File: src/hw/rtl/mfd_pkg.sv
// shared constants and types for the meter frame decoder
`default_nettype none

package mfd_pkg;

  localparam int unsigned WIN_DEPTH   = 7;
  localparam int unsigned BYTE_W      = 8;
  localparam int unsigned MAG_W       = 19;
  localparam int unsigned READING_W   = 20;

  localparam logic [7:0] FRAME_HEAD   = 8'hFE;
  localparam logic [7:0] FRAME_TAIL   = 8'hFF;
  localparam logic [7:0] SIGN_NIBBLE  = 8'hF0;
  localparam logic [7:0] LOW_NIBBLE   = 8'h0F;

  localparam logic [13:0] WEIGHT_E4   = 14'd10000;
  localparam logic [9:0]  WEIGHT_E3   = 10'd1000;
  localparam logic [6:0]  WEIGHT_E2   = 7'd100;
  localparam logic [3:0]  WEIGHT_E1   = 4'd10;

  localparam int signed READING_MIN   = -433305;
  localparam int signed READING_MAX   = 433305;

  typedef logic [BYTE_W-1:0] byte_t;

  // frame bytes 1 to 5 as captured in the input register
  typedef struct packed {
    byte_t b1;
    byte_t b2;
    byte_t b3;
    byte_t b4;
    byte_t b5;
  } frame_digits_t;

endpackage

`default_nettype wire

File: src/hw/rtl/meter_frame_decoder.sv
// meter frame decoder: byte window, frame match and signed reading
// an accepted closing byte passes through the input register, then the result register, to out_valid
// throughput: one byte per cycle while no frame result is stalled, set by the input register and result register
// a result stalled on out_ready holds the input register; bytes with no frame never stall
// reset (rst_n low, synchronous) clears the byte window and both valid flags
`default_nettype none

module meter_frame_decoder (
  input  wire logic        clk,
  input  wire logic        rst_n,
  input  wire logic        in_valid,
  output logic             in_ready,
  input  wire logic [7:0]  in_rx_byte,
  output logic             out_valid,
  input  wire logic        out_ready,
  output logic [19:0]      out_reading
);

  mfd_pkg::byte_t           window_r [mfd_pkg::WIN_DEPTH];
  logic                     s1_valid_r;
  logic                     s1_match_r;
  mfd_pkg::frame_digits_t   s1_digits_r;
  logic                     out_valid_r;
  logic [19:0]              out_reading_r;

  logic                     in_fire;
  logic                     out_free;
  logic                     s1_go;
  logic                     s1_emit;
  logic                     match_nxt;
  logic [mfd_pkg::MAG_W-1:0] mag;
  logic [19:0]              reading_nxt;
  logic                     neg;

  assign out_free  = !out_valid_r || out_ready;
  assign s1_go     = s1_valid_r && (!s1_match_r || out_free);
  assign s1_emit   = s1_go && s1_match_r;
  assign in_ready  = !s1_valid_r || s1_go;
  assign in_fire   = in_valid && in_ready;
  assign match_nxt = (window_r[0] == mfd_pkg::FRAME_HEAD) &&
                     (in_rx_byte == mfd_pkg::FRAME_TAIL);

  // window shift
  always_ff @(posedge clk) begin
    if (!rst_n) begin
      for (int i = 0; i < mfd_pkg::WIN_DEPTH; i++) begin
        window_r[i] <= '0;
      end
    end else if (in_fire) begin
      for (int i = 0; i < mfd_pkg::WIN_DEPTH - 1; i++) begin
        window_r[i] <= window_r[i+1];
      end
      window_r[mfd_pkg::WIN_DEPTH-1] <= in_rx_byte;
    end
  end

  // input register
  always_ff @(posedge clk) begin
    if (!rst_n) begin
      s1_valid_r <= 1'b0;
    end else if (in_ready) begin
      s1_valid_r <= in_valid;
    end
  end

  always_ff @(posedge clk) begin
    if (in_fire) begin
      s1_match_r     <= match_nxt;
      s1_digits_r.b1 <= window_r[1];
      s1_digits_r.b2 <= window_r[2];
      s1_digits_r.b3 <= window_r[3];
      s1_digits_r.b4 <= window_r[4];
      s1_digits_r.b5 <= window_r[5];
    end
  end

  function automatic logic [mfd_pkg::MAG_W-1:0] MAG_SUM(input mfd_pkg::frame_digits_t d);
    logic [mfd_pkg::MAG_W-1:0] t1;
    logic [mfd_pkg::MAG_W-1:0] t2;
    logic [mfd_pkg::MAG_W-1:0] t3;
    logic [mfd_pkg::MAG_W-1:0] t4;
    logic [mfd_pkg::MAG_W-1:0] t5;
    t1 = mfd_pkg::MAG_W'(d.b1 & mfd_pkg::LOW_NIBBLE) * mfd_pkg::MAG_W'(mfd_pkg::WEIGHT_E4);
    t2 = mfd_pkg::MAG_W'(d.b2) * mfd_pkg::MAG_W'(mfd_pkg::WEIGHT_E3);
    t3 = mfd_pkg::MAG_W'(d.b3) * mfd_pkg::MAG_W'(mfd_pkg::WEIGHT_E2);
    t4 = mfd_pkg::MAG_W'(d.b4) * mfd_pkg::MAG_W'(mfd_pkg::WEIGHT_E1);
    t5 = mfd_pkg::MAG_W'(d.b5);
    return t1 + t2 + t3 + t4 + t5;
  endfunction

  // weighted digit sum and sign
  always_comb begin
    mag = MAG_SUM(s1_digits_r);
    neg = |(s1_digits_r.b1 & mfd_pkg::SIGN_NIBBLE);
    reading_nxt = neg ? (20'd0 - 20'(mag)) : 20'(mag);
  end

  // result register
  always_ff @(posedge clk) begin
    if (!rst_n) begin
      out_valid_r <= 1'b0;
    end else if (out_free) begin
      out_valid_r <= s1_emit;
    end
  end

  always_ff @(posedge clk) begin
    if (s1_emit) begin
      out_reading_r <= reading_nxt;
    end
  end

  assign out_valid   = out_valid_r;
  assign out_reading = out_reading_r;

endmodule

`default_nettype wire

File: config.mk
export PLATFORM = sky130hd
export DESIGN_NAME = meter_frame_decoder
export DESIGN_NICKNAME = d
export VERILOG_FILES = /design/src/hw/rtl/mfd_pkg.sv /design/src/hw/rtl/meter_frame_decoder.sv
export SDC_FILE = /design/constraint.sdc
export NUM_CORES = 1
export LEC_CHECK = 0
export ABC_AREA = 1
export ABC_CLOCK_PERIOD_IN_PS = 7400
export BUFFER_PORTS_ARGS = -buffer_cell sky130_fd_sc_hd__buf_2
export CAP_MARGIN = 20
export CORE_AREA = 2 2 121 135
export CTS_CLUSTER_SIZE = 12
export DETAILED_ROUTE_END_ITERATION = 6
export DIE_AREA = 0 0 123 137
export GPL_TIMING_DRIVEN = 0
export PLACE_DENSITY = 0.76
export SYNTH_ARGS = -nofsm -noshare
export SYNTH_HDL_FRONTEND = slang
export SYNTH_SLANG_ARGS = --single-unit
File: constraint.sdc
create_clock -name clk -period 7.4 [get_ports clk]
set_input_delay 1.11 -clock clk [delete_from_list [all_inputs] [get_ports clk]]
set_output_delay 1.11 -clock clk [all_outputs]
set_load 0.1 [all_outputs]
==> run summary <==
The number of global-route vias before repair came out at around 6000. The largest fanout on the critical path is 5. The placeable core area is 0.01549 mm^2. Once layout is done, the placed cells without fillers occupy 0.01027 mm^2. The element type at the critical path end is a register.

The number of cells upsized or downsized after cts is 0. The H-tree depth is 4. The detailed-route vias per instance came out at 5.011. In the final routed layout, each cell accounts on average for 13.33 um. The layout filler cell count came out at 1199. Entering global routing, the biggest net connects 35 pins. The met3 track utilization from global routing is 0.03958. The worst setup slack for register-to-register paths is between 400 and 500 ps. The clock transition at the registers of the reported paths came out at about 60 ps. The cell that appears most often on the critical path is sky130_fd_sc_hd__nand2_1. The wire length of the first global-routing pass is 26330 um. The number of antenna violations at the first check in global routing came out at 0.

The critical path depth in cells is 31. The top achievable clock speed came out at 144.8 MHz. The aggregate global-route resource usage is 0.2043. The count of clock tree sinks is 119.

Across the run, the number of max-cap violations was 0. After global routing the overflow that remains totals 0. The number of detailed-route iterations in the first pass is 4. The number of synthesized register bits came out at 119. The fraction of final layout cells with drive strength greater than 1 came out at 0.1331. The clock period minus final worst setup slack is slightly below 7000 ps. The overall die area is approximately 0.017 mm^2.

The met2 layer usage reported by global route came out at 0.3705. In the routed design, unresolved DRC markers number 0. Counting the buffers created by CTS gives 17.

The type of the most critical hold path is reg2reg. The busiest layer in global routing is met2. Along the worst hold path, the cell count comes to 0.

For the worst setup path, the data required time is 7580 ps. The final-report hold violation count was 0. The standard cell area after detailed placement is 0.009644 mm^2. Among all stages on the critical path, the largest delay is contributed by sky130_fd_sc_hd__fa_1.

The arrival time at the worst endpoint is 7090 ps. The synthesized netlist net count came out at 1093. The routing usage on met1 is 0.2401. The sequential area share after synthesis is 0.3882. In this run, placement finished with an instance count of roughly 1100. In this run the clock root is driven by a sky130_fd_sc_hd__clkbuf_16.

STA classifies the critical path startpoint as a register. The worst hold path begins at window_r[5][7]. In this run the worst setup path begins at s1_digits_r[24]. The port buffer count is 33.

The final net count is 1152. The placer congestion estimate came out at 0.8633. The cell count after synthesis came out at 898. The maximum clock insertion buffer count came out at 2.

In the finished design, the share of the clock period the worst path needs comes to 0.9335. The worst register-to-register path begins at s1_digits_r[24]. The final setup violation count is 0.

The library cell used most frequently in the layout, excluding fill and tap cells, is sky130_fd_sc_hd__inv_1. The x dimension of the die came out at between 100 and 150 um. The critical path is of the reg2reg type. Grouping stages by cell kind, the critical path spends the most delay in adder cells. Dividing the synthesized area by the synthesized cell count gives 10.19 um^2. The count of buffering cells on the critical path with inverters included came out at 4. Adding up every negative setup slack in the final design gives 0 ps.

The starting DRC count in detailed routing is 230. The actual slew at the worst max-slew pin came out at between 700 and 800 ps. The vertical extent of the die came out at 137 um.

The count of final max-slew check failures came out at 0. The insertion delay to the later sink of the worst-skew pair is 420 ps. After synthesis the cells add up to 0.009153 mm^2. The endpoint identified for the worst register-to-register timing path is out_reading[18].

The detailed placement HPWL came out at 12270 um. Measured against its own limit, the worst slew margin works out to 0.4708. The number of nets with antenna violations after detailed routing came out at 0. The destination of the worst hold path is s1_digits_r[7].

The detailed-route wire length is 15580 um. For this run, the number of standard cells in the final layout without fillers is 1169. Summing all flip-flop and latch instances after layout gives 0.003553 mm^2. The yosys synthesis warning count is 0. TritonCTS built the clock tree. Pin placement for this block handled 34 I/O pins. Setup repair after global routing left no endpoint under its margin.

The number of placement rows is 48. Measured on the finished design, the core utilization comes to 0.6631. Summing all multi-input logic gate instances after layout gives around 0.0048 mm^2.

The top cell types in the final layout, fill and taps aside, are 204 x sky130_fd_sc_hd__inv_1, 127 x sky130_fd_sc_hd__ha_1, 117 x sky130_fd_sc_hd__edfxtp_1. The post-route clock skew is about 16 ps. The number of cells on the worst reg-to-reg path is 31. The flow ran to the end, and the final reports show no timing, DRC or antenna violations. The number of library cell types mapped by synthesis is 38. The highest cell delay on the worst timing path came out at 670 ps. The growth of design area from synthesis to finish came out at 12.26%.

The count of antenna diodes in the layout is 0. For this configuration, the core starts out at a cell density of 0.5907. The routed layout has 5858 vias.
-- worst register-to-register path, delay by kind of cell, from the launching register on --
kind	cells	cell delay, ps
buffers and inverters	4	170
AOI/OAI and AO/OA	5	830
xor gates and xnor gates	2	290
and+or+nand+nor	11	1070
DFF	1	520
adders and majority gates	9	3770
-- cells in the mapped netlist --
cell type,number,share of area
sky130_fd_sc_hd__xor2_1,33,0.032
sky130_fd_sc_hd__nor4_4,1,0.0023
sky130_fd_sc_hd__nor2_1,72,0.030
sky130_fd_sc_hd__clkinv_2,1,0.00055
sky130_fd_sc_hd__xnor2_1,14,0.013
sky130_fd_sc_hd__nand4_1,7,0.0048
sky130_fd_sc_hd__nor3_1,3,0.0016
sky130_fd_sc_hd__edfxtp_1,117,0.38
sky130_fd_sc_hd__o2111ai_1,2,0.0019
sky130_fd_sc_hd__a21oi_1,36,0.020
sky130_fd_sc_hd__nor4_1,1,0.00068
sky130_fd_sc_hd__or2_2,2,0.0014
sky130_fd_sc_hd__o21ai_0,15,0.0082
sky130_fd_sc_hd__or2_1,1,0.00068
sky130_fd_sc_hd__inv_1,204,0.084
sky130_fd_sc_hd__ha_1,127,0.17
sky130_fd_sc_hd__buf_2,3,0.0016
sky130_fd_sc_hd__nand3_1,23,0.013
sky130_fd_sc_hd__nand2_2,17,0.012
sky130_fd_sc_hd__nand2_1,114,0.047
sky130_fd_sc_hd__clkbuf_1,4,0.0016
sky130_fd_sc_hd__dfxtp_1,2,0.0044
sky130_fd_sc_hd__fa_1,56,0.12
sky130_fd_sc_hd__o21bai_1,2,0.0016
sky130_fd_sc_hd__a21oi_2,2,0.0019
sky130_fd_sc_hd__and2_1,1,0.00068
sky130_fd_sc_hd__nand3b_1,3,0.0025
sky130_fd_sc_hd__o21ai_2,1,0.00096
sky130_fd_sc_hd__a21o_1,3,0.0025
sky130_fd_sc_hd__nand2_4,7,0.0086
sky130_fd_sc_hd__buf_6,1,0.0012
sky130_fd_sc_hd__o21ai_1,1,0.00055
sky130_fd_sc_hd__nand3_2,9,0.0098
sky130_fd_sc_hd__inv_2,4,0.0016
sky130_fd_sc_hd__nor2_4,4,0.0049
sky130_fd_sc_hd__xnor2_2,1,0.0018
sky130_fd_sc_hd__nor2_2,3,0.0021
sky130_fd_sc_hd__a31oi_1,1,0.00068
-- per-layer routing --
metal  routed length (um)  part of all wire  up-vias
met2                 8237              0.53       78
li1                     -                 -     2982
met4                  264             0.017        0
met3                  388             0.025       21
met5                    0                 0        -
met1                 6687              0.43     2777
-- layout make-up --
cell class	count	share of cell area
repair buffers	40	0.02435
clock inverters	14	0.01705
well taps	200	0.02435
plain buffers	8	0.004018
clock buffers	17	0.04140
flip-flops and latches	119	0.3458
inverters	209	0.07647
multi-input cells	562	0.4665
-- metrics by stage --
step                worst slack, ps  hold WS [ps]
finish                        491.9         442.7
detailed placement            427.9         432.5
global placement              10.76         430.3
CTS                           397.9         440.8
floorplan                     962.2         426.4
global route                  1.756         452.9
-- cells by family (layout without fill, tap and decap cells) --
kind of cell | count (synthesis) | in the layout | synth area share
DFF | 119 | 119 | 0.3882
and+or+nand+nor | 268 | 268 | 0.1405
adders and majority gates | 183 | 183 | 0.2961
xor gates and xnor gates | 48 | 48 | 0.04675
AOI/OAI and AO/OA | 63 | 63 | 0.03800
buffers and inverters | 217 | 288 | 0.09036
-- worst max path at each step --
| stage | end |
|---|---|
| 2_1_floorplan | out_reading[17] |
| 3_3_place_gp | window_r[2][7] |
| 3_5_place_dp | out_reading[18] |
| 4_1_cts | out_reading[18] |
| 5_1_grt | out_reading[18] |
| 6_report | out_reading[18] |
-- sequential cells by signal (all words and copies together) (netlist names) --
| name | cells |
|---|---|
| out_reading | 20 |
| out_valid | 1 |
| s1_digits_r | 40 |
| s1_match_r | 1 |
| s1_valid_r | 1 |
| window_r | 56 |
-- timing repair --
action,CTS,global route
hold buffers,0,0
endpoints found under the setup margin,0,1
buffers inserted,0,4
Power is left out: the tool's default activity adds up to more than one toggle a clock period on the data nets, which glitch-free logic cannot reach.
